$ cat src/rtl/extended_opcode_decoder_macros.svh
// ----------------------------------------------------------------------------
// Extended opcode decoder assertion macros
// Concurrent assertion wrappers that compile away when ASSERT_OFF is defined.
// ----------------------------------------------------------------------------
`ifndef EXTENDED_OPCODE_DECODER_MACROS_SVH
`define EXTENDED_OPCODE_DECODER_MACROS_SVH

`ifndef ASSERT_OFF
// Checked on every rising edge while reset is released.
`define EOD_ASSERT(lbl, clk, rstn, prop, msg) \
  lbl: assert property (@(posedge clk) disable iff (!rstn) prop) else $error(msg);
// Checked on every rising edge, reset included.
`define EOD_ASSERT_ALWAYS(lbl, clk, prop, msg) \
  lbl: assert property (@(posedge clk) prop) else $error(msg);
`else
`define EOD_ASSERT(lbl, clk, rstn, prop, msg)
`define EOD_ASSERT_ALWAYS(lbl, clk, prop, msg)
`endif

`endif

$ cat src/rtl/eod_pkg.sv
// ----------------------------------------------------------------------------
// Extended opcode decoder package
// Field widths, operand form and mnemonic codes, and small decode tables.
// ----------------------------------------------------------------------------
package eod_pkg;

  localparam int unsigned WordW = 16;
  localparam int unsigned HdW   = 7;
  localparam int unsigned MnW   = 6;
  localparam int unsigned FmW   = 4;
  localparam int unsigned RegW  = 5;
  localparam int unsigned ImmW  = 20;

  // Operand forms.
  localparam logic [FmW-1:0] FM_LD2 = 4'd0;
  localparam logic [FmW-1:0] FM_ST2 = 4'd1;
  localparam logic [FmW-1:0] FM_RRI = 4'd2;
  localparam logic [FmW-1:0] FM_RI  = 4'd3;
  localparam logic [FmW-1:0] FM_RRR = 4'd4;
  localparam logic [FmW-1:0] FM_RR  = 4'd5;
  localparam logic [FmW-1:0] FM_LD  = 4'd6;
  localparam logic [FmW-1:0] FM_ST  = 4'd7;

  // Mnemonics referenced by name.
  localparam logic [MnW-1:0] MN_ADDI   = 6'd4;
  localparam logic [MnW-1:0] MN_SHLI   = 6'd9;
  localparam logic [MnW-1:0] MN_SHRI   = 6'd10;
  localparam logic [MnW-1:0] MN_SARI   = 6'd11;
  localparam logic [MnW-1:0] MN_LDCTI  = 6'd12;
  localparam logic [MnW-1:0] MN_LDCTF  = 6'd14;
  localparam logic [MnW-1:0] MN_ADDQ   = 6'd16;
  localparam logic [MnW-1:0] MN_ADDF   = 6'd25;
  localparam logic [MnW-1:0] MN_SHRQ   = 6'd29;
  localparam logic [MnW-1:0] MN_MOVV   = 6'd42;
  localparam logic [MnW-1:0] MN_LDC20I = 6'd43;

  // Handler numbering anchors.
  localparam logic [HdW-1:0] HD_SHLI      = 7'd13;
  localparam logic [HdW-1:0] HD_SHRI      = 7'd14;
  localparam logic [HdW-1:0] HD_SARI      = 7'd15;
  localparam logic [HdW-1:0] HD_LDCT_INT  = 7'd16;
  localparam logic [HdW-1:0] HD_LDCT_FLT  = 7'd18;
  localparam logic [HdW-1:0] HD_SUB1_BASE = 7'd20;
  localparam logic [HdW-1:0] HD_FPU_BASE  = 7'd36;
  localparam logic [HdW-1:0] HD_SUB2_BASE = 7'd33;
  localparam logic [HdW-1:0] HD_SUB3_LO   = 7'd53;
  localparam logic [HdW-1:0] HD_MOVV_LD2  = 7'd58;
  localparam logic [HdW-1:0] HD_MOVV_ST2  = 7'd59;
  localparam logic [HdW-1:0] HD_SUB3_HI   = 7'd52;
  localparam logic [HdW-1:0] HD_MOVV_LD   = 7'd65;
  localparam logic [HdW-1:0] HD_MOVV_ST   = 7'd66;
  localparam logic [HdW-1:0] HD_LDC20I    = 7'd67;
  localparam logic [HdW-1:0] HD_MAX       = 7'd81;

  localparam logic [MnW-1:0] MN_SUB2_OFS  = 6'd22;

  // Group and subgroup selectors.
  localparam logic [3:0] GRP_E0 = 4'd0;
  localparam logic [3:0] GRP_E1 = 4'd1;
  localparam logic [3:0] GRP_E2 = 4'd2;
  localparam logic [3:0] SUB_MEM  = 4'd0;
  localparam logic [3:0] SUB_WIDE = 4'd1;
  localparam logic [3:0] SUB_UNA  = 4'd2;
  localparam logic [3:0] SUB_IMM  = 4'd3;
  localparam logic [7:0] SEL_MIN  = 8'h07;
  localparam logic [7:0] SEL_MAX  = 8'h13;

  // Wide register-register ops: quad and word mnemonics.
  localparam logic [MnW-1:0] SUB1_MN_Q [8] = '{6'd16, 6'd18, 6'd19, 6'd20,
                                               6'd21, 6'd22, 6'd23, 6'd24};
  localparam logic [MnW-1:0] SUB1_MN_W [8] = '{6'd4, 6'd17, 6'd5, 6'd6,
                                               6'd7, 6'd8, 6'd9, 6'd11};

  // Group E2 tables, indexed by bits 15:12 of the second word.
  localparam logic [MnW-1:0] G2_MN [16] = '{6'd0, 6'd1, 6'd2, 6'd3, 6'd0, 6'd1, 6'd2, 6'd3,
                                            6'd44, 6'd45, 6'd44, 6'd45,
                                            6'd46, 6'd47, 6'd48, 6'd49};
  localparam logic [FmW-1:0] G2_FM [16] = '{FM_LD, FM_LD, FM_LD, FM_LD,
                                            FM_ST, FM_ST, FM_ST, FM_ST,
                                            FM_LD, FM_LD, FM_ST, FM_ST,
                                            FM_LD, FM_LD, FM_LD, FM_LD};
  localparam logic [HdW-1:0] G2_HD [16] = '{7'd68, 7'd69, 7'd70, 7'd71,
                                            7'd72, 7'd73, 7'd74, 7'd75,
                                            7'd76, 7'd71, 7'd77, 7'd75,
                                            7'd78, 7'd79, 7'd80, 7'd81};

  // One decoded instruction.
  typedef struct packed {
    logic                   recognized;
    logic [HdW-1:0]         handler_id;
    logic [MnW-1:0]         mnemonic_id;
    logic [FmW-1:0]         operand_form;
    logic [RegW-1:0]        dest_reg;
    logic [RegW-1:0]        src_reg;
    logic [RegW-1:0]        index_reg;
    logic                   dest_is_float;
    logic                   src_is_float;
    logic signed [ImmW-1:0] immediate;
  } dec_res_t;

endpackage

$ cat src/rtl/extended_opcode_decoder.sv
// ----------------------------------------------------------------------------
// Extended opcode decoder
// Decodes one 32-bit extended instruction per transfer into handler,
// mnemonic, operand form, register numbers and an extended immediate.
// ----------------------------------------------------------------------------
//
//   channel  | direction | tdata                         | tuser
//   ---------+-----------+-------------------------------+------------
//   s_axis   | in        | first_word, second_word       | none
//   m_axis   | out       | decoded fields (see port)     | recognized
//
// Each instruction passes through the input register and then the result
// register. The decode logic between them is a single pass, so one
// transfer is taken every cycle when the output side keeps up. Reset clears
// only the two stage valid flags. A stall on the master side backs up
// through the result register and the input register; the input side keeps
// accepting while either stage has room.
`include "extended_opcode_decoder_macros.svh"

module extended_opcode_decoder (
  input  logic        clk_i,
  input  logic        rst_ni,
  input  logic        s_axis_tvalid_i,
  output logic        s_axis_tready_o,
  // [15:0] first_word, [31:16] second_word
  input  logic [31:0] s_axis_tdata_i,
  output logic        m_axis_tvalid_o,
  input  logic        m_axis_tready_i,
  // [6:0] handler_id, [12:7] mnemonic_id, [16:13] operand_form,
  // [21:17] dest_reg, [26:22] src_reg, [31:27] index_reg,
  // [32] dest_is_float, [33] src_is_float, [53:34] immediate, [55:54] zero
  output logic [55:0] m_axis_tdata_o,
  // [0] recognized
  output logic        m_axis_tuser_o
);

  // Input stage.
  logic                           in_valid_q;
  logic [eod_pkg::WordW-1:0]      w1_q, w2_q;
  // Result stage.
  logic                           out_valid_q;
  eod_pkg::dec_res_t              res_q, res_d;

  logic in_fire, adv;

  // The result register moves when empty or drained this cycle; the input
  // register can load whenever it is empty or passing its item on.
  assign adv             = in_valid_q && (!out_valid_q || m_axis_tready_i);
  assign s_axis_tready_o = !in_valid_q || !out_valid_q || m_axis_tready_i;
  assign in_fire         = s_axis_tvalid_i && s_axis_tready_o;

  always_ff @(posedge clk_i or negedge rst_ni) begin
    if (!rst_ni) begin
      in_valid_q  <= 1'b0;
      out_valid_q <= 1'b0;
    end else begin
      if (in_fire) begin
        in_valid_q <= 1'b1;
      end else if (adv) begin
        in_valid_q <= 1'b0;
      end
      if (adv) begin
        out_valid_q <= 1'b1;
      end else if (m_axis_tready_i) begin
        out_valid_q <= 1'b0;
      end
    end
  end

  always_ff @(posedge clk_i) begin
    if (in_fire) begin
      w1_q <= s_axis_tdata_i[15:0];
      w2_q <= s_axis_tdata_i[31:16];
    end
    if (adv) begin
      res_q <= res_d;
    end
  end

  // --------------------------------------------------------------------------
  // Decode. Field nibbles: grp/sub/lo from the first word, a/b/c from the
  // second word's upper three nibbles.
  // --------------------------------------------------------------------------
  logic [3:0]  grp, sub, lo, a, b, c;
  logic [7:0]  sel;
  logic [1:0]  kind;
  logic        qflag;
  logic        ok;
  logic [19:0] sx8, sx12, zx8, zx12;

  assign grp   = w1_q[11:8];
  assign sub   = w1_q[7:4];
  assign lo    = w1_q[3:0];
  assign a     = w2_q[15:12];
  assign b     = w2_q[11:8];
  assign c     = w2_q[7:4];
  assign sel   = w2_q[15:8];
  assign kind  = w1_q[7:6];
  assign qflag = w2_q[11];
  assign sx8   = {{12{w2_q[7]}}, w2_q[7:0]};
  assign sx12  = {{8{w2_q[11]}}, w2_q[11:0]};
  assign zx8   = {12'd0, w2_q[7:0]};
  assign zx12  = {8'd0, w2_q[11:0]};

  always_comb begin
    eod_pkg::dec_res_t r;
    r  = '0;
    ok = 1'b1;
    if (grp == eod_pkg::GRP_E0 && sub == eod_pkg::SUB_MEM) begin
      r.dest_reg = {1'b0, a};
      if (!lo[3]) begin
        // Scaled-index loads and stores with a 4-bit displacement.
        if (!lo[2]) begin
          r.src_reg      = {1'b0, b};
          r.index_reg    = {1'b0, c};
          r.operand_form = eod_pkg::FM_LD2;
        end else begin
          r.index_reg    = {1'b0, b};
          r.src_reg      = {1'b0, c};
          r.operand_form = eod_pkg::FM_ST2;
        end
        r.immediate   = {16'd0, w2_q[3:0]};
        r.mnemonic_id = {4'd0, lo[1:0]};
        r.handler_id  = {3'd0, lo};
      end else if (lo < 4'd13) begin
        r.src_reg      = {1'b0, b};
        r.operand_form = eod_pkg::FM_RRI;
        r.immediate    = (lo < 4'd10) ? sx8 : zx8;
        r.mnemonic_id  = {2'd0, lo} - eod_pkg::MN_ADDI;
        r.handler_id   = {3'd0, lo};
      end else if (lo == 4'd13) begin
        // The shift kind lives in bits that are zero here: always a left shift.
        r.src_reg      = {1'b0, b};
        r.operand_form = eod_pkg::FM_RRI;
        r.immediate    = {14'd0, w2_q[5:0]};
        if (!kind[1]) begin
          r.mnemonic_id = eod_pkg::MN_SHLI;
          r.handler_id  = eod_pkg::HD_SHLI;
        end else if (!kind[0]) begin
          r.mnemonic_id = eod_pkg::MN_SHRI;
          r.handler_id  = eod_pkg::HD_SHRI;
        end else begin
          r.mnemonic_id = eod_pkg::MN_SARI;
          r.handler_id  = eod_pkg::HD_SARI;
        end
      end else begin
        r.operand_form = eod_pkg::FM_RI;
        r.immediate    = {9'd0, w2_q[10:0]};
        if (lo == 4'd14) begin
          r.mnemonic_id = eod_pkg::MN_LDCTI + {5'd0, qflag};
          r.handler_id  = eod_pkg::HD_LDCT_INT + {6'd0, qflag};
        end else begin
          r.mnemonic_id = eod_pkg::MN_LDCTF + {5'd0, qflag};
          r.handler_id  = eod_pkg::HD_LDCT_FLT + {6'd0, qflag};
        end
      end
    end else if (grp == eod_pkg::GRP_E0 && sub == eod_pkg::SUB_WIDE) begin
      if (lo < 4'd12) begin
        // Bits 14, 13 and 12 of the first word extend ro, rn and rm.
        r.index_reg    = {w1_q[14], b};
        r.dest_reg     = {w1_q[13], c};
        r.src_reg      = {w1_q[12], w2_q[3:0]};
        r.operand_form = eod_pkg::FM_RRR;
        if (!lo[3]) begin
          r.mnemonic_id = qflag ? eod_pkg::SUB1_MN_Q[lo[2:0]] : eod_pkg::SUB1_MN_W[lo[2:0]];
          r.handler_id  = eod_pkg::HD_SUB1_BASE + {3'd0, lo[2:0], !qflag};
        end else begin
          r.mnemonic_id = eod_pkg::MN_ADDF + {4'd0, lo[1:0]};
          r.handler_id  = eod_pkg::HD_FPU_BASE + {5'd0, lo[1:0]};
        end
      end else begin
        ok = 1'b0;
      end
    end else if (grp == eod_pkg::GRP_E0 && sub == eod_pkg::SUB_UNA) begin
      if (lo == 4'd0 && sel >= eod_pkg::SEL_MIN && sel <= eod_pkg::SEL_MAX) begin
        r.dest_reg     = {1'b0, c};
        r.src_reg      = {1'b0, w2_q[3:0]};
        r.operand_form = eod_pkg::FM_RR;
        r.mnemonic_id  = sel[5:0] + eod_pkg::MN_SUB2_OFS;
        r.handler_id   = sel[6:0] + eod_pkg::HD_SUB2_BASE;
      end else begin
        ok = 1'b0;
      end
    end else if (grp == eod_pkg::GRP_E0 && sub == eod_pkg::SUB_IMM) begin
      r.dest_reg = {1'b0, a};
      if (lo <= 4'd4) begin
        r.operand_form = eod_pkg::FM_RI;
        r.immediate    = (lo < 4'd2) ? sx12 : zx12;
        r.mnemonic_id  = eod_pkg::MN_ADDI + {2'd0, lo};
        r.handler_id   = eod_pkg::HD_SUB3_LO + {3'd0, lo};
      end else if (lo == 4'd6 || lo == 4'd7) begin
        if (lo == 4'd6) begin
          r.src_reg      = {1'b0, b};
          r.index_reg    = {1'b0, c};
          r.operand_form = eod_pkg::FM_LD2;
          r.handler_id   = eod_pkg::HD_MOVV_LD2;
        end else begin
          r.index_reg    = {1'b0, b};
          r.src_reg      = {1'b0, c};
          r.operand_form = eod_pkg::FM_ST2;
          r.handler_id   = eod_pkg::HD_MOVV_ST2;
        end
        r.immediate   = {16'd0, w2_q[3:0]};
        r.mnemonic_id = eod_pkg::MN_MOVV;
      end else if (lo >= 4'd8 && lo <= 4'd12) begin
        r.operand_form = eod_pkg::FM_RI;
        r.immediate    = (lo < 4'd10) ? sx12 : zx12;
        // ADDQ is not adjacent to the rest of its row.
        r.mnemonic_id  = (lo == 4'd8) ? eod_pkg::MN_ADDQ : ({2'd0, lo} + 6'd10);
        r.handler_id   = eod_pkg::HD_SUB3_HI + {3'd0, lo};
      end else if (lo == 4'd14 || lo == 4'd15) begin
        r.src_reg      = {1'b0, b};
        r.immediate    = sx8;
        r.mnemonic_id  = eod_pkg::MN_MOVV;
        r.operand_form = (lo == 4'd14) ? eod_pkg::FM_LD : eod_pkg::FM_ST;
        r.handler_id   = (lo == 4'd14) ? eod_pkg::HD_MOVV_LD : eod_pkg::HD_MOVV_ST;
      end else begin
        ok = 1'b0;
      end
    end else if (grp == eod_pkg::GRP_E1) begin
      // 20-bit constant load: rn rides in the top nibble of the first word.
      r.dest_reg     = {1'b0, w1_q[15:12]};
      r.immediate    = {lo, w2_q};
      r.operand_form = eod_pkg::FM_RI;
      r.mnemonic_id  = eod_pkg::MN_LDC20I;
      r.handler_id   = eod_pkg::HD_LDC20I;
    end else if (grp == eod_pkg::GRP_E2) begin
      r.dest_reg      = {1'b0, sub};
      r.src_reg       = {1'b0, lo};
      r.immediate     = sx12;
      r.mnemonic_id   = eod_pkg::G2_MN[a];
      r.operand_form  = eod_pkg::G2_FM[a];
      r.handler_id    = eod_pkg::G2_HD[a];
      r.dest_is_float = (a == 4'd8) || (a == 4'd9);
      r.src_is_float  = (a == 4'd10) || (a == 4'd11);
    end else begin
      ok = 1'b0;
    end

    if (!ok) begin
      r = '0;
    end
    r.recognized = ok;
    res_d        = r;
  end

  assign m_axis_tvalid_o = out_valid_q;
  assign m_axis_tuser_o  = res_q.recognized;
  assign m_axis_tdata_o  = {2'b00, res_q.immediate, res_q.src_is_float, res_q.dest_is_float,
                            res_q.index_reg, res_q.src_reg, res_q.dest_reg,
                            res_q.operand_form, res_q.mnemonic_id, res_q.handler_id};

  // --------------------------------------------------------------------------
  // Assertions
  // --------------------------------------------------------------------------
  `EOD_ASSERT(a_unrec_zero, clk_i, rst_ni, out_valid_q && !res_q.recognized |-> res_q == '0, "unrecognized result carries nonzero fields")
  `EOD_ASSERT(a_hd_range, clk_i, rst_ni, out_valid_q && res_q.recognized |-> res_q.handler_id <= eod_pkg::HD_MAX, "handler id out of range")
  `EOD_ASSERT(a_in_load, clk_i, rst_ni, in_fire |=> in_valid_q, "accepted transfer not held in input stage")
  `EOD_ASSERT(a_out_hold, clk_i, rst_ni, out_valid_q && !m_axis_tready_i |=> out_valid_q && $stable(res_q), "stalled result lost or changed")
  `EOD_ASSERT_ALWAYS(a_reset_empty, clk_i, !rst_ni |-> !out_valid_q && !in_valid_q, "stages not empty in reset")

endmodule
$ cat config.mk
export PLATFORM = sky130hd
export DESIGN_NAME = extended_opcode_decoder
export DESIGN_NICKNAME = d
export VERILOG_FILES = /design/src/rtl/eod_pkg.sv /design/src/rtl/extended_opcode_decoder.sv
export VERILOG_INCLUDE_DIRS = /design/src /design/src/rtl
export SDC_FILE = /design/constraint.sdc
export NUM_CORES = 1
export LEC_CHECK = 0
export BUFFER_PORTS_ARGS = -buffer_cell sky130_fd_sc_hd__buf_2
export CELL_PAD_IN_SITES_DETAIL_PLACEMENT = 0
export CELL_PAD_IN_SITES_GLOBAL_PLACEMENT = 1
export CORE_UTILIZATION = 41
export CTS_BUF_LIST = sky130_fd_sc_hd__clkbuf_2
export CTS_CLUSTER_DIAMETER = 60
export DETAILED_ROUTE_END_ITERATION = 8
export GPL_TIMING_DRIVEN = 1
export PLACE_DENSITY_LB_ADDON = 0.1
export SKIP_LAST_GASP = 1
export SLEW_MARGIN = 20
export SYNTH_ARGS = -nofsm -noshare
export SYNTH_HDL_FRONTEND = slang
export SYNTH_SLANG_ARGS = --single-unit
$ cat constraint.sdc
create_clock -name clk_i -period 3.1 [get_ports clk_i]
set_clock_uncertainty 0.15 [all_clocks]
set_input_delay 0.31 -clock clk_i [delete_from_list [all_inputs] [get_ports clk_i]]
set_output_delay 0.31 -clock clk_i [all_outputs]
set_load 0.05 [all_outputs]
Word-level counts from Yosys, hierarchy flattened --
Memory sizes are Yosys's and may differ from the RTL's. Index checks and enable logic that the tools add are counted.
Word-level totals: ROM bits 368, word-level logic and storage cells 174, bits in latches 0, memories kept 5, register bits after elaboration 89, input port bits 36, bits in writable memories 0
Cells by class: add/subtract/negate cells 14, shifts and indexed selects 0, div/mod/pow operators 0, bitwise gates (word level) 4, mux-type cells 84, multipliers 0, magnitude comparators 11, eq/ne operators 15, reduce and logical (&&, ||, !) cells 26
Memories:
- (name not given) | depth 16, bits a word 7, rd ports 1, clocked after Yosys merged registers in 0, write ports 0, RTL line extended_opcode_decoder.sv:233 | r.handler_id = eod_pkg::G2_HD[a];
- (name not given) | depth 16, bits a word 6, rd ports 1, clocked after Yosys merged registers in 0, write ports 0, RTL line extended_opcode_decoder.sv:231 | r.mnemonic_id = eod_pkg::G2_MN[a];
- (name not given) | depth 16, bits a word 4, rd ports 1, clocked after Yosys merged registers in 0, write ports 0, RTL line extended_opcode_decoder.sv:232 | r.operand_form = eod_pkg::G2_FM[a];
- (name not given) | depth 8, bits a word 6, rd ports 1, clocked after Yosys merged registers in 0, write ports 0, RTL line extended_opcode_decoder.sv:165 | r.mnemonic_id = qflag ? eod_pkg::SUB1_MN_Q[lo[2:0]] : eod_pkg::SUB1_MN_W[lo[2:0]];
- (name not given) | depth 8, bits a word 6, rd ports 1, clocked after Yosys merged registers in 0, write ports 0, RTL line extended_opcode_decoder.sv:165
Operators with widths (number):
- 2-to-1 mux 20 bit | 13
- 2-to-1 mux 27 bit | 5
- 2-to-1 mux 17 bit | 7
- 2-to-1 mux 32 bit | 3
- 2-to-1 mux 22 bit | 2
- 2-to-1 mux 6 bit | 7
- 2-to-1 mux 5 bit | 7
- == test 4 bit, second input constant | 8
- 2-to-1 mux 4 bit | 6
- 2-to-1 mux 7 bit | 3
- 2-to-1 mux 1 bit | 20
- 2-to-1 mux 10 bit | 2
- 2-to-1 mux 9 bit | 2
- adder 6 x 4 -> 7 bit, first input constant | 2
- 2-to-1 mux 13 bit | 1
- adder 5 x 1 -> 6 bit, first input constant | 2
- == test 4 x 2 -> 1 bit, second input constant | 3
- zero test 4 bit | 3
- less-than comparator 4 bit, second input constant | 3
- 2-to-1 mux 12 bit | 1
- 2-to-1 mux 11 bit | 1
- adder 4 x 1 -> 5 bit, first input constant | 2
- logical AND 1 bit | 9
- == test 4 x 1 -> 1 bit, second input constant | 2
- other kinds (26) | 40

Longest topological paths before layout --
Gate-level depths: netlist of run 1.
depth after elaboration 12, depth in mapped cells 11, depth with buffers taken out 8

Worst setup path after synthesis of run 1 --
OpenSTA, ideal clock, no wires.
kind register -> register, from reg w1_q[3] (netlist bit), to reg res_q, in the netlist m_axis_tdata_o[30], data pin, arrival time 2684 ps, cell stages (with the launch flop) 11, path slack 134 ps, required time 2818 ps, cell sequence edfxtp_1 -> clkbuf_1 -> inv_1 -> clkbuf_1 -> ha_1 -> nand2b_1 -> nor4_1 -> a31oi_1 -> and3_2 -> o21ai_1 -> a22o_1
Between the ends: word-level cells in the longest chain between the ends 10, elaborated cells on any way between the ends 34
Ends and longest elaborated chain:
- from (decl) | RTL line extended_opcode_decoder.sv:39 | logic [eod_pkg::WordW-1:0] w1_q, w2_q;
- from (signal assigned) | RTL line extended_opcode_decoder.sv:72 | w1_q <= s_axis_tdata_i[15:0];
- branches (longest 10 deep; another with >= comparator 4 bit)
- to (signal assigned) | RTL line extended_opcode_decoder.sv:76 | res_q <= res_d;
- to (decl) | RTL line extended_opcode_decoder.sv:42 | eod_pkg::dec_res_t res_q, res_d;
Parallel ways; which one is timed is not known. The select of a mux whose other input is x is not followed. A chain may end at the register's enable or synchronous reset.

Final worst setup path of run 1 --
from reg w1_q[6] (netlist bit), to reg res_q, in the netlist m_axis_tdata_o[0], data pin
Between the ends: word-level cells in the longest chain between the ends 6, elaborated cells on any way between the ends 21
Ends and longest elaborated chain:
- == test 4 x 2 -> 1 bit or 2-to-1 mux 7 bit (tied branches) | RTL line extended_opcode_decoder.sv:184, extended_opcode_decoder.sv:139
- logical AND 1 bit or 2-to-1 mux 8 bit (tied branches) | RTL line extended_opcode_decoder.sv:184, extended_opcode_decoder.sv:136
- 2-to-1 mux 27 bit (tied with other cells) | RTL line extended_opcode_decoder.sv:184 | end else if (grp == eod_pkg::GRP_E0 && sub == eod_pkg::SUB_IMM) begin
- 2-to-1 mux 27 bit (tied with other cells) | RTL line extended_opcode_decoder.sv:174 | end else if (grp == eod_pkg::GRP_E0 && sub == eod_pkg::SUB_UNA) begin
- 2-to-1 mux 32 bit (tied with other cells) | RTL line extended_opcode_decoder.sv:157 | end else if (grp == eod_pkg::GRP_E0 && sub == eod_pkg::SUB_WIDE) begin
- 2-to-1 mux 32 bit or 2-to-1 mux 1 bit (tied branches) | RTL line extended_opcode_decoder.sv:109 | if (grp == eod_pkg::GRP_E0 && sub == eod_pkg::SUB_MEM) begin
Several ways; a longest one is shown, not always the timed one.

==> reports/qor_table.md, run 1 <==
| Result | Reported | Unit |
|---|---|---|
| Fill cell total of the finished layout | 1110 | - |
| Initial cell density of the core | 42.76 | % |
| Switching pwr | 0.0009420 | W |
| Max Cap Violations | 0 | - |
| Class of the most critical hold timing path | input pin to register | - |
| Clock share of power | 22.2 | % |
| Part of the Yosys area used for sequential elements | 50.21 | % |
| Type of destination of the critical path | register | - |
| PortBufs | 91 | - |
| Total Wirelength | 17390 | µm |
| Crit path launch | w1_q[6]$_DFFE_PP_ | - |
| Most frequent cell after synthesis | sky130_fd_sc_hd__edfxtp_1 | - |
| Int Power | 0.001813 | W |
| Clock root buffer | sky130_fd_sc_hd__clkbuf_2 | - |
| Vias in the first global route | 4276 | - |
| Number of nets in the layout | 710 | - |
| Share of the synthesized area in compound gates (AO/OA/AOI/OAI) | 20.24 | % |
| Number of distinct standard cells referenced by the synthesized netlist | 71 | - |
| Cell types occupying the most area after synthesis | sky130_fd_sc_hd__edfxtp_1 (49%), sky130_fd_sc_hd__ha_1 (4.8%), sky130_fd_sc_hd__a21oi_1 (4.3%) | - |
| Average vias per placed instance | 5.599 | - |
| Primary FF master, synth | sky130_fd_sc_hd__edfxtp_1 | - |
| Data required, critical path | 3.37 | ns |
| Simple-gate share of the synthesized area | 16.80 | % |
| Worst setup slack after layout | 0.1513 | ns |
| Combinational family with the most area after synthesis | compound AO/OA/AOI/OAI gates | - |
| Final critical delay including setup and external delays | 2.949 | ns |
| CTS Buf Count | 9 | - |
| Yosys Warn Count | 0 | - |
| Fmax | 339.1 | MHz |
| Final Cycle Share | 95.12 | % |
| Worst setup path class | register to register | - |
| Io pins | 95 | - |
| Drt wl/cell | 21.00 | µm |
| Count of vias placed by the detailed router | 4636 | - |
| Tightest slew margin relative to the limit | 54.08 | % |
| Clock network latency to the later pin of the worst-skew pair | 0.59 | ns |
| Worst endpoint data arrival time | 3.22 | ns |
| Highest fanout seen on the critical path | 9 | - |
| Flops & latches, synth | 88 | - |
| HPWL after DPL | 13030 | µm |
| Global-route usage over all layers | 27.40 | % |
| Switching share of total power | 34.19 | % |
| Antenna-violating nets left | 0 | - |
| Final max-slew violation count | 0 | - |
| Number of enable-type register cells in the synthesized netlist | 86 | - |
| Number of core rows | 40 | - |
| Cell accounting for the most synthesized area | sky130_fd_sc_hd__edfxtp_1 | - |
| Detailed-route DRC error count | 0 | - |
| Total count of hold-check failures in the final report | 0 | - |
| XOR/XNOR Fraction of Synth Area | 1.169 | % |
| Gate count of the mapped netlist | 499 | - |
| Clock edge transition at the registers on the reported setup and hold paths | 0.26 | ns |
| Mux cell area share after synthesis | 1.337 | % |
| Status | completed | - |
| Clock tree from TritonCTS | built | - |
| Initial antenna violation count | 1 | - |
| Share of async-settable or async-resettable flops after synthesis | 2.273 | % |
| Area used by multi-input combinational logic | 2349 | µm² |
| Area of the mapped netlist | 5243 | µm² |
| Post-Synthesis Mean Instance Area | 10.51 | µm² |
| Sequential share of power | 52.5 | % |
| Hold Path Origin | s_axis_tdata_i[16] | - |
| Unrepaired setup endpoints after global routing | no | - |
| Cell leakage power | 2.656 | nW |
| Maximum number of buffers from clock root to sink | 2 | - |
| DRT iter0 DRCs | 351 | - |
| Sequential cell area | 2633 | µm² |
| Wire length of the first global-routing pass | 25820 | µm |
| Die area | 13240 | µm² |
| Share of power burned in combinational logic | 25.3 | % |
| Number of clock sinks | 88 | - |
| Grt total ovfl | 0 | - |
| Slew at the pin closest to its max-slew limit | 0.6888 | ns |
| Largest net degree at the start of global routing | 55 | - |
| Detailed-routing iteration count for the pre-antenna-repair pass | 4 | - |
| Share of post-route cells with drive strength above 1 | 28.22 | % |
| Count of final setup violators | 0 | - |
| Maximum vdd ir drop | 0.2387 | mV |
| DIE HEIGHT | 115.1 | µm |
| Startpoint of the lowest-slack register-to-register path | w1_q[6]$_DFFE_PP_ | - |
| Die boundary width | 115.1 | µm |
| Area of the core | 12260 | µm² |
| Element type at the critical path start | register | - |
| List of most frequent post-synthesis cells | sky130_fd_sc_hd__edfxtp_1 (86), sky130_fd_sc_hd__a21oi_1 (45), sky130_fd_sc_hd__nand2_1 (41), sky130_fd_sc_hd__nor2_1 (35), sky130_fd_sc_hd__o21ai_0 (29) | - |
| Dpl ws | 0.1425 | ns |
| Final sum of negative setup slack | 0 | ns |
| H-tree Lvls | 3 | - |
| Post-synth top area share | 49.26 | % |
| Final Wtd Congestion | 0.9773 | - |
| Pwr/cell area | 417.8 | nW/µm² |
| Adder and majority gate portion of the synthesized area | 4.773 | % |
| Signed area change from the synthesized netlist to the final layout | 25.80 | % |
[sequential cells by signal, summed over array words and instances (netlist names)]
name	flops
in_valid_q	1
m_axis_tdata_o	53
m_axis_tuser_o	1
m_axis_tvalid_o	1
w1_q	16
w2_q	16
[stage by stage]
stage,cells,cell area (µm²),power [W],hold slack (ns),utilization [%]
global route,828,6595,0.002861,0.1941,53.79
detailed placement,774,6086,0.002128,-0.05091,49.63
finish,828,6595,0.002755,0.2478,53.79
CTS,827,6580,0.002764,0.2010,53.66
global placement,774,6086,0.002130,-0.05497,49.63
floorplan,501,5250,0.001908,-0.1356,-
[path summary, 6_finish.rpt]
check	to	slack, ns	depth (start not counted)
max	m_axis_tdata_o[0]$_SDFFCE_PN0P_	0.15	5
min	w2_q[0]$_DFFE_PP_	0.25	2
max reg2reg	m_axis_tdata_o[0]$_SDFFCE_PN0P_	0.15	5
min reg2reg	m_axis_tvalid_o$_DFFE_PN0P_	0.39	1
max in group asynchronous	in_valid_q$_DFFE_PN0P_	2.30	3
min in group asynchronous	m_axis_tvalid_o$_DFFE_PN0P_	0.38	3
[logic make-up after synthesis]
group / after synthesis
AOI/OAI and AO/OA: 159
xor gates and xnor gates: 7
adders and majority gates: 20
buffers and inverters: 50
DFF: 88
muxes: 7
other: 1
and+or+nand+nor: 167
[per-layer routing]
| metal | part of all wire (%) | track usage [%] | up-vias |
|---|---|---|---|
| met4 | 2.6 | 10.91 | 0 |
| met3 | 7.0 | 4.955 | 30 |
| li1 | - | - | 2195 |
| met1 | 46 | 38.81 | 2211 |
| met2 | 45 | 41.53 | 200 |
| met5 | 0 | 0 | - |
[cells in the final DEF (no fill, tap or decap), types with 3 or more instances in the layout]
cell / n
sky130_fd_sc_hd__a211o_1: 3
sky130_fd_sc_hd__a21oi_1: 45
sky130_fd_sc_hd__a221oi_1: 10
sky130_fd_sc_hd__a22o_1: 10
sky130_fd_sc_hd__a22oi_1: 4
sky130_fd_sc_hd__a31oi_1: 4
sky130_fd_sc_hd__and2_1: 7
sky130_fd_sc_hd__and3_1: 5
sky130_fd_sc_hd__buf_2: 91
sky130_fd_sc_hd__buf_4: 52
sky130_fd_sc_hd__clkbuf_2: 9
sky130_fd_sc_hd__conb_1: 3
sky130_fd_sc_hd__dlygate4sd3_1: 37
sky130_fd_sc_hd__edfxtp_1: 86
sky130_fd_sc_hd__ha_1: 19
sky130_fd_sc_hd__inv_1: 9
sky130_fd_sc_hd__mux2i_1: 7
sky130_fd_sc_hd__nand2_1: 41
sky130_fd_sc_hd__nand2b_1: 8
sky130_fd_sc_hd__nand3_1: 12
sky130_fd_sc_hd__nand3b_1: 5
sky130_fd_sc_hd__nor2_1: 35
sky130_fd_sc_hd__nor2b_1: 16
sky130_fd_sc_hd__nor3_1: 8
sky130_fd_sc_hd__nor4_1: 4
sky130_fd_sc_hd__o211ai_1: 7
sky130_fd_sc_hd__o21ai_0: 29
sky130_fd_sc_hd__o22ai_1: 13
sky130_fd_sc_hd__o22ai_2: 3
sky130_fd_sc_hd__o31ai_1: 5
sky130_fd_sc_hd__or2_2: 3
sky130_fd_sc_hd__xnor2_1: 4
sky130_fd_sc_hd__xor2_1: 3
[critical path, cell delays in order, from the launching register on]
cell and delay [ns]:
sky130_fd_sc_hd__edfxtp_1 0.47, sky130_fd_sc_hd__or4_1 0.69, sky130_fd_sc_hd__or4_2 0.71, sky130_fd_sc_hd__o21ai_0 0.47, sky130_fd_sc_hd__a21oi_1 0.17, sky130_fd_sc_hd__o211ai_1 0.15
[final cells by class]
type | count | area share [%]
Antenna cell | 1 | 0.03794
Tap cell | 168 | 3.187
Timing Repair Buffer | 181 | 18.74
Inverter | 11 | 0.6261
Sequential cell | 88 | 39.92
Clock inverter | 7 | 1.195
Clock buffer | 9 | 0.6830
Multi-Input combinational cell | 363 | 35.61
[power by group through the flow]
stage               clock [W]  sequential [W]  combinational [W]
finish               0.000611         0.00145           0.000697
detailed placement          0         0.00148           0.000653
global placement            0         0.00147           0.000658
CTS                  0.000626         0.00145           0.000691
global route         0.000664         0.00146           0.000740
floorplan                   0         0.00164           0.000271
[repair_timing]
item,in CTS,in global routing
setup endpoints to repair,0,9
hold buffers,37,0
buffers inserted,0,0
resized for setup,0,3
endpoints found under the hold margin,36,0
Note: power is estimated with default switching activity, not from simulation.
==> run 2, diff against run 1 <==
--- a/config.mk
+++ b/config.mk
@@ -6,14 +6,15 @@
 export SDC_FILE = /design/constraint.sdc
 export NUM_CORES = 1
 export LEC_CHECK = 0
+export ABC_AREA = 1
 export BUFFER_PORTS_ARGS = -buffer_cell sky130_fd_sc_hd__buf_2
 export CELL_PAD_IN_SITES_DETAIL_PLACEMENT = 0
 export CELL_PAD_IN_SITES_GLOBAL_PLACEMENT = 1
-export CORE_UTILIZATION = 41
+export CORE_ASPECT_RATIO = 0.6
+export CORE_UTILIZATION = 39
 export CTS_BUF_LIST = sky130_fd_sc_hd__clkbuf_2
 export CTS_CLUSTER_DIAMETER = 60
 export DETAILED_ROUTE_END_ITERATION = 8
-export GPL_TIMING_DRIVEN = 1
 export PLACE_DENSITY_LB_ADDON = 0.1
 export SKIP_LAST_GASP = 1
 export SLEW_MARGIN = 20
==> run 2 against run 1 <==
Global-route usage is 0.73 points higher; flip-flop and latch count unchanged; synthesized cell count increased by 35%; core utilization decreased by 3.7 points; critical path depth up 7; clock-buffer cell count unchanged; via count grew 14%; first-iteration DRC count increased by 44%; cell count is 21% higher; cell area is 3.5% higher; sequential power barely moved; sequential share of layout area down 1.4 points; highest routed layer unchanged.
==> reports/qor_table.md, run 2 <==
| Result | Reported | Unit |
|---|---|---|
| Class of the most critical hold timing path | input pin to register | - |
| Vias in the first global route | 4890 | - |
| Unrepaired setup endpoints after global routing | no | - |
| Pwr/cell area | 422.9 | nW/µm² |
| Worst path depth | 12 | - |
| Final Wtd Congestion | 0.9197 | - |
| Hold EP | w1_q[0]$_DFFE_PP_ | - |
| Wire length of the first global-routing pass | 29490 | µm |
| Commonest cells after routing, fill and taps aside | sky130_fd_sc_hd__nand2_1 (211), sky130_fd_sc_hd__buf_2 (91), sky130_fd_sc_hd__edfxtp_1 (86), sky130_fd_sc_hd__inv_1 (65), sky130_fd_sc_hd__nor2_1 (59) | - |
| Maximum vdd ir drop | 0.2058 | mV |
| Fmax | 364.5 | MHz |
| Count of vias placed by the detailed router | 5281 | - |
| List of most frequent post-synthesis cells | sky130_fd_sc_hd__nand2_1 (211), sky130_fd_sc_hd__edfxtp_1 (86), sky130_fd_sc_hd__inv_1 (65), sky130_fd_sc_hd__nor2_1 (60), sky130_fd_sc_hd__nand3_1 (47) | - |
| Area of the mapped netlist | 5443 | µm² |
| Slowest cell on the critical path | sky130_fd_sc_hd__edfxtp_1 | - |
| Hold WS | 0.2023 | ns |
| Clock tree from TritonCTS | built | - |
| Kind of cell adding the most delay to the critical path | buffers and inverters | - |
| Dpl ws | 0.4727 | ns |
| Detailed-routing iteration count for the pre-antenna-repair pass | 6 | - |
| Clock root buffer | sky130_fd_sc_hd__clkbuf_2 | - |
| DIE HEIGHT | 93.51 | µm |
| Data required, critical path | 3.35 | ns |
| Element type at the critical path start | register | - |
| CTS Buf Count | 9 | - |
| Die area | 14450 | µm² |
| Detailed-route DRC error count | 0 | - |
| Global-route usage over all layers | 28.13 | % |
| Die boundary width | 154.5 | µm |
| Total count of hold-check failures in the final report | 0 | - |
| R2R depth | 12 | - |
| Met3 routed WL | 1648 | µm |
| Largest net degree at the start of global routing | 55 | - |
| Post-Synthesis Mean Instance Area | 8.099 | µm² |
| Antenna-violating nets left | 0 | - |
| Hold Path Origin | s_axis_tdata_i[0] | - |
| Cell accounting for the most synthesized area | sky130_fd_sc_hd__edfxtp_1 | - |
| Number of clock sinks | 88 | - |
| Startpoint of the lowest-slack register-to-register path | w1_q[3]$_DFFE_PP_ | - |
| H-tree Lvls | 3 | - |
| Most common library cell in the layout ignoring fill and taps | sky130_fd_sc_hd__nand2_1 | - |
| Most frequent cell after synthesis | sky130_fd_sc_hd__nand2_1 | - |
| Initial cell density of the core | 39.94 | % |
| Yosys Warn Count | 0 | - |
| Final max-slew violation count | 0 | - |
| Maximum single-stage delay on the critical path | 0.61 | ns |
| Final critical delay including setup and external delays | 2.743 | ns |
| Highest fanout seen on the critical path | 14 | - |
| Post-synth top area share | 47.45 | % |
| Pwr Total | 0.002888 | W |
| Share of async-settable or async-resettable flops after synthesis | 2.273 | % |
| Flops & latches, synth | 88 | - |
| Number of distinct standard cells referenced by the synthesized netlist | 36 | - |
| Number of cells upsized or downsized after cts | 0 | - |
| Clock edge transition at the registers on the reported setup and hold paths | 0.29 | ns |
| Cell types occupying the most area after synthesis | sky130_fd_sc_hd__edfxtp_1 (47%), sky130_fd_sc_hd__nand2_1 (15%), sky130_fd_sc_hd__ha_1 (4.6%) | - |
| Hold depth | 2 | - |
| Worst r2r dst | m_axis_tdata_o[39]$_SDFFCE_PN0P_ | - |
| Number of flip-flops in the largest register | 53 | - |
| Part of the Yosys area used for sequential elements | 48.37 | % |
| Drt wl/cell | 19.45 | µm |
| Cell leakage power | 3.213 | nW |
| Io pins | 95 | - |
| Share of post-route cells with drive strength above 1 | 19.86 | % |
| Worst setup path class | register to register | - |
| Count of final setup violators | 0 | - |
| Final Cycle Share | 88.50 | % |
| Cell-by-cell listing of the critical path | inv_1, ha_1, nand2_1, nand2_1, buf_4, inv_1, nand2_1, a21oi_1, inv_1, nand2_1, nor2_1, nor2_1 | - |
| Total buffers and inverters traversed by the critical path | 4 | - |
| Tightest slew margin relative to the limit | 50.44 | % |
| Type of destination of the critical path | register | - |
| Final sum of negative setup slack | 0 | ns |
| Routed metal-1 wirelength | 9994 | µm |
| Clock network latency to the later pin of the worst-skew pair | 0.64 | ns |
| Met2 wire length | 7669 | µm |
| Grt total ovfl | 0 | - |
| Worst setup slack after layout | 0.3565 | ns |
| Total Wirelength | 19570 | µm |
| Worst endpoint data arrival time | 2.99 | ns |
| Slack of the worst reg-to-reg path | 0.36 | ns |
| DRT iter0 DRCs | 506 | - |
| Primary FF master, synth | sky130_fd_sc_hd__edfxtp_1 | - |
| Number of enable-type register cells in the synthesized netlist | 86 | - |
| Number of nets in the layout | 882 | - |
| Max Used Layer | met4 | - |
| Max Cap Violations | 0 | - |
| PortBufs | 91 | - |
| Initial antenna violation count | 0 | - |
| Total inserted antenna cells | 0 | - |
| Status | completed | - |
| Area of the core | 13630 | µm² |
| Gate count of the mapped netlist | 672 | - |
| HPWL after DPL | 14680 | µm |
| Slew at the pin closest to its max-slew limit | 0.7433 | ns |
| Number of core rows | 33 | - |
| Most used cell, CP | sky130_fd_sc_hd__nand2_1 | - |
| Signed area change from the synthesized netlist to the final layout | 25.47 | % |
| Number of buffers added for setup after CTS | 0 | - |
| Average vias per placed instance | 5.250 | - |
| Maximum number of buffers from clock root to sink | 2 | - |
run 2: cell count changes in the layout (fill, tap and decap cells not counted), sizes merged, moves of 17 or more:
cell   change
inv       +60
nor2      +31
nand2    +172
nand3     +39
o21ai     +21
buf       -17
run 2: per-layer routing:
layer	global-route usage, %	up-vias
met5	0	-
met4	6.188	0
li1	-	2560
met2	39.10	231
met3	6.348	20
met1	43.36	2470
run 2: worst max path at each step:
stage | from | end
final | w1_q[3]$_DFFE_PP_ | m_axis_tdata_o[39]$_SDFFCE_PN0P_
after global routing | w1_q[3]$_DFFE_PP_ | m_axis_tdata_o[39]$_SDFFCE_PN0P_
after CTS | w1_q[3]$_DFFE_PP_ | m_axis_tdata_o[39]$_SDFFCE_PN0P_
after detailed placement | w1_q[3]$_DFFE_PP_ | m_axis_tdata_o[8]$_SDFFCE_PN0P_
after global placement | w1_q[3]$_DFFE_PP_ | m_axis_tdata_o[8]$_SDFFCE_PN0P_
after floorplan | m_axis_tvalid_o$_DFFE_PN0P_ | m_axis_tdata_o[0]$_SDFFCE_PN0P_
run 2: layout make-up:
cell class	count	area (µm²)
Fill cell	1359	6797
Sequential cell	88	2633
Multi-Input combinational cell	493	2461
Timing Repair Buffer	164	1096
Inverter	70	262.8
Tap cell	175	219.0
Clock inverter	7	112.6
Clock buffer	9	45.04
run 2: kinds of logic after synthesis:
family	count (synthesis)	share of synthesized area, %
other	1	0.06890
XOR/XNOR	5	0.8046
AO/OA/AOI/OAI	108	11.06
AND/OR/NAND/NOR	357	28.21
adder cells (fa/ha/maj)	20	4.598
flip-flops	88	48.37
buffers and inverters	93	6.897
run 2: metrics by stage:
| step | area (µm²) | std cells | util [%] |
|---|---|---|---|
| after floorplan | 5454 | 674 | - |
| after global placement | 6301 | 953 | 46.24 |
| after detailed placement | 6301 | 953 | 46.24 |
| after CTS | 6829 | 1006 | 50.12 |
| after global routing | 6829 | 1006 | 50.12 |
| final | 6829 | 1006 | 50.12 |
run 2: power breakdown:
group	switching (W)	total, W	internal (W)
Sequential	0.0000426	0.00144	0.00140
Clock	0.000470	0.000755	0.000285
Combinational	0.000502	0.000691	0.000188
run 2: timing repair:
item                                    4_1_cts  5_1_grt
hold buffers                                 37        0
endpoints found under the hold margin        36        0
endpoints found under the setup margin        0        0
==> run 3, diff against run 2 <==
--- a/config.mk
+++ b/config.mk
@@ -15,9 +15,9 @@
 export CTS_BUF_LIST = sky130_fd_sc_hd__clkbuf_2
 export CTS_CLUSTER_DIAMETER = 60
 export DETAILED_ROUTE_END_ITERATION = 8
+export MAX_ROUTING_LAYER = met4
 export PLACE_DENSITY_LB_ADDON = 0.1
 export SKIP_LAST_GASP = 1
-export SLEW_MARGIN = 20
 export SYNTH_ARGS = -nofsm -noshare
 export SYNTH_HDL_FRONTEND = slang
 export SYNTH_SLANG_ARGS = --single-unit
==> run 3 against run 2 <==
The run now ends with DRC left; largest cell class unchanged; die area unchanged; via count increased by 1.8%; largest power group unchanged; core utilization decreased by 0.28 points; maximum frequency decreased by 1.2%.
==> reports/qor_table.md, run 3 (synthesis gave the netlist of run 2 again) <==
| Result | Reported | Unit |
|---|---|---|
| Status | finished with violations | - |
| Violated checks | DRC | - |
| Global-route usage over all layers | 28.98 | % |
| Count of final setup violators | 0 | - |
| Clock edge transition at the registers on the reported setup and hold paths | 0.29 | ns |
| Vias in the first global route | 4885 | - |
| Number of cells upsized or downsized after cts | 0 | - |
| Grt total ovfl | 0 | - |
| Type of destination of the critical path | register | - |
| Clock network latency to the later pin of the worst-skew pair | 0.63 | ns |
| Worst setup path class | register to register | - |
| Initial cell density of the core | 39.94 | % |
| Total count of hold-check failures in the final report | 0 | - |
| Data required, critical path | 3.36 | ns |
| Average vias per placed instance | 5.335 | - |
| Number of buffers added for setup after CTS | 0 | - |
| Detailed-route DRC error count | 2 | - |
| Antenna-violating nets left | 0 | - |
| Share of post-route cells with drive strength above 1 | 20.05 | % |
| Drt wl/cell | 19.63 | µm |
| HPWL after DPL | 15130 | µm |
| Largest net degree at the start of global routing | 55 | - |
| Worst setup slack after layout | 0.3243 | ns |
| Number of core rows | 33 | - |
| Worst path depth | 10 | - |
| Wire length of the first global-routing pass | 29500 | µm |
| Fmax | 360.3 | MHz |
| Slowest cell on the critical path | sky130_fd_sc_hd__edfxtp_1 | - |
| Maximum single-stage delay on the critical path | 0.56 | ns |
| Count of vias placed by the detailed router | 5378 | - |
| Clock tree from TritonCTS | built | - |
| Element type at the critical path start | register | - |
| Total buffers and inverters traversed by the critical path | 1 | - |
| Max Cap Violations | 0 | - |
| H-tree Lvls | 3 | - |
| Dpl ws | 0.4455 | ns |
| Maximum vdd ir drop | 0.1959 | mV |
| Final Cycle Share | 89.54 | % |
| Detailed-routing iteration count for the pre-antenna-repair pass | 7 | - |
| Most used cell, CP | sky130_fd_sc_hd__nand2_1 | - |
| Tightest slew margin relative to the limit | 46.79 | % |
| Maximum number of buffers from clock root to sink | 2 | - |
| Final sum of negative setup slack | 0 | ns |
| Kind of cell adding the most delay to the critical path | simple AND/OR/NAND/NOR gates | - |
| Highest fanout seen on the critical path | 8 | - |
| Commonest cells after routing, fill and taps aside | sky130_fd_sc_hd__nand2_1 (211), sky130_fd_sc_hd__buf_2 (91), sky130_fd_sc_hd__edfxtp_1 (86), sky130_fd_sc_hd__inv_1 (65), sky130_fd_sc_hd__nor2_1 (59) | - |
| Cell leakage power | 3.200 | nW |
| Unrepaired setup endpoints after global routing | no | - |
| Slew at the pin closest to its max-slew limit | 0.7981 | ns |
| Final Wtd Congestion | 0.9676 | - |
| Most common library cell in the layout ignoring fill and taps | sky130_fd_sc_hd__nand2_1 | - |
| Number of nets in the layout | 884 | - |
| Pwr/cell area | 401.7 | nW/µm² |
| Fill cell total of the finished layout | 1390 | - |
| Final critical delay including setup and external delays | 2.776 | ns |
| Worst endpoint data arrival time | 3.04 | ns |
| R2R depth | 10 | - |
| Clock root buffer | sky130_fd_sc_hd__clkbuf_2 | - |
| Area of the core | 13630 | µm² |
| Number of clock sinks | 88 | - |
| Total inserted antenna cells | 0 | - |
| Cell-by-cell listing of the critical path | ha_1, nand2_1, nand2_1, inv_1, nor2_1, nand2_1, nand4_1, nand2_1, nand2_1, nand2_1 | - |
| Total Wirelength | 19790 | µm |
| Signed area change from the synthesized netlist to the final layout | 24.78 | % |
| Class of the most critical hold timing path | input pin to register | - |
| PortBufs | 91 | - |
| Number of flip-flops in the largest register | 53 | - |
| Io pins | 95 | - |
| CTS Buf Count | 9 | - |
| Hold depth | 2 | - |
| Die area | 14450 | µm² |
| DRT iter0 DRCs | 451 | - |
| DIE HEIGHT | 93.51 | µm |
| Die boundary width | 154.5 | µm |
| Final max-slew violation count | 0 | - |
| Initial antenna violation count | 0 | - |
## run 3: changes by cell type in the layout (fill, tap and decap cells not counted)
cell / change
sky130_fd_sc_hd__inv_6: -1
sky130_fd_sc_hd__clkinv_2: +1
sky130_fd_sc_hd__inv_8: -1
sky130_fd_sc_hd__clkinv_4: +2
sky130_fd_sc_hd__bufinv_16: -2
sky130_fd_sc_hd__clkbuf_2: +1
sky130_fd_sc_hd__buf_4: +2
## run 3: repair_timing
item                       CTS  global route
setup endpoints to repair    0             0
hold endpoints to repair    36             0
hold buffers                37             0
## run 3: final timing paths
check / to / slack, ns / startpoint
max: m_axis_tdata_o[50]$_SDFFCE_PN0P_ / 0.32 / w1_q[3]$_DFFE_PP_
max in group asynchronous: m_axis_tvalid_o$_DFFE_PN0P_ / 2.31 / rst_ni
min reg2reg: m_axis_tvalid_o$_DFFE_PN0P_ / 0.39 / in_valid_q$_DFFE_PN0P_
min in group asynchronous: in_valid_q$_DFFE_PN0P_ / 0.37 / rst_ni
max reg2reg: m_axis_tdata_o[50]$_SDFFCE_PN0P_ / 0.32 / w1_q[3]$_DFFE_PP_
min: w1_q[7]$_DFFE_PP_ / 0.21 / s_axis_tdata_i[7]
## run 3: where the power goes
part	switching [W]	internal, W
logic	0.000507	0.000191
clock network	0.000464	0.000120
registers	0.0000464	0.00140
total	0.00102	0.00171
## run 3: stage by stage
stage / hold slack [ns] / util (%) / instance area, µm² / total power (W) / instances
floorplan: -0.1356 / - / 5454 / 0.001897 / 674
global placement: -0.05412 / 46.35 / 6316 / 0.002119 / 955
detailed placement: -0.04772 / 46.35 / 6316 / 0.002123 / 955
global route: 0.1781 / 49.84 / 6792 / 0.002830 / 1008
CTS: 0.1852 / 49.84 / 6792 / 0.002730 / 1008
finish: 0.2096 / 49.84 / 6792 / 0.002728 / 1008
## run 3: area by class of cell
| class | instances | area [µm²] | share of cell area [%] |
|---|---|---|---|
| multi-input combinational | 493 | 2461 | 36.24 |
| clock buffer | 10 | 50.05 | 0.7369 |
| inverter | 70 | 262.8 | 3.869 |
| tap | 175 | 219.0 | 3.224 |
| clock inverter | 6 | 55.05 | 0.8106 |
| sequential | 88 | 2633 | 38.76 |
| timing repair buffer | 166 | 1111 | 16.36 |
## run 3: routing by layer
layer	GRT usage (%)	wire [µm]
met2	38.99	7777
met5	-	0
met4	6.023	246
met3	8.573	1770
met1	42.25	9993
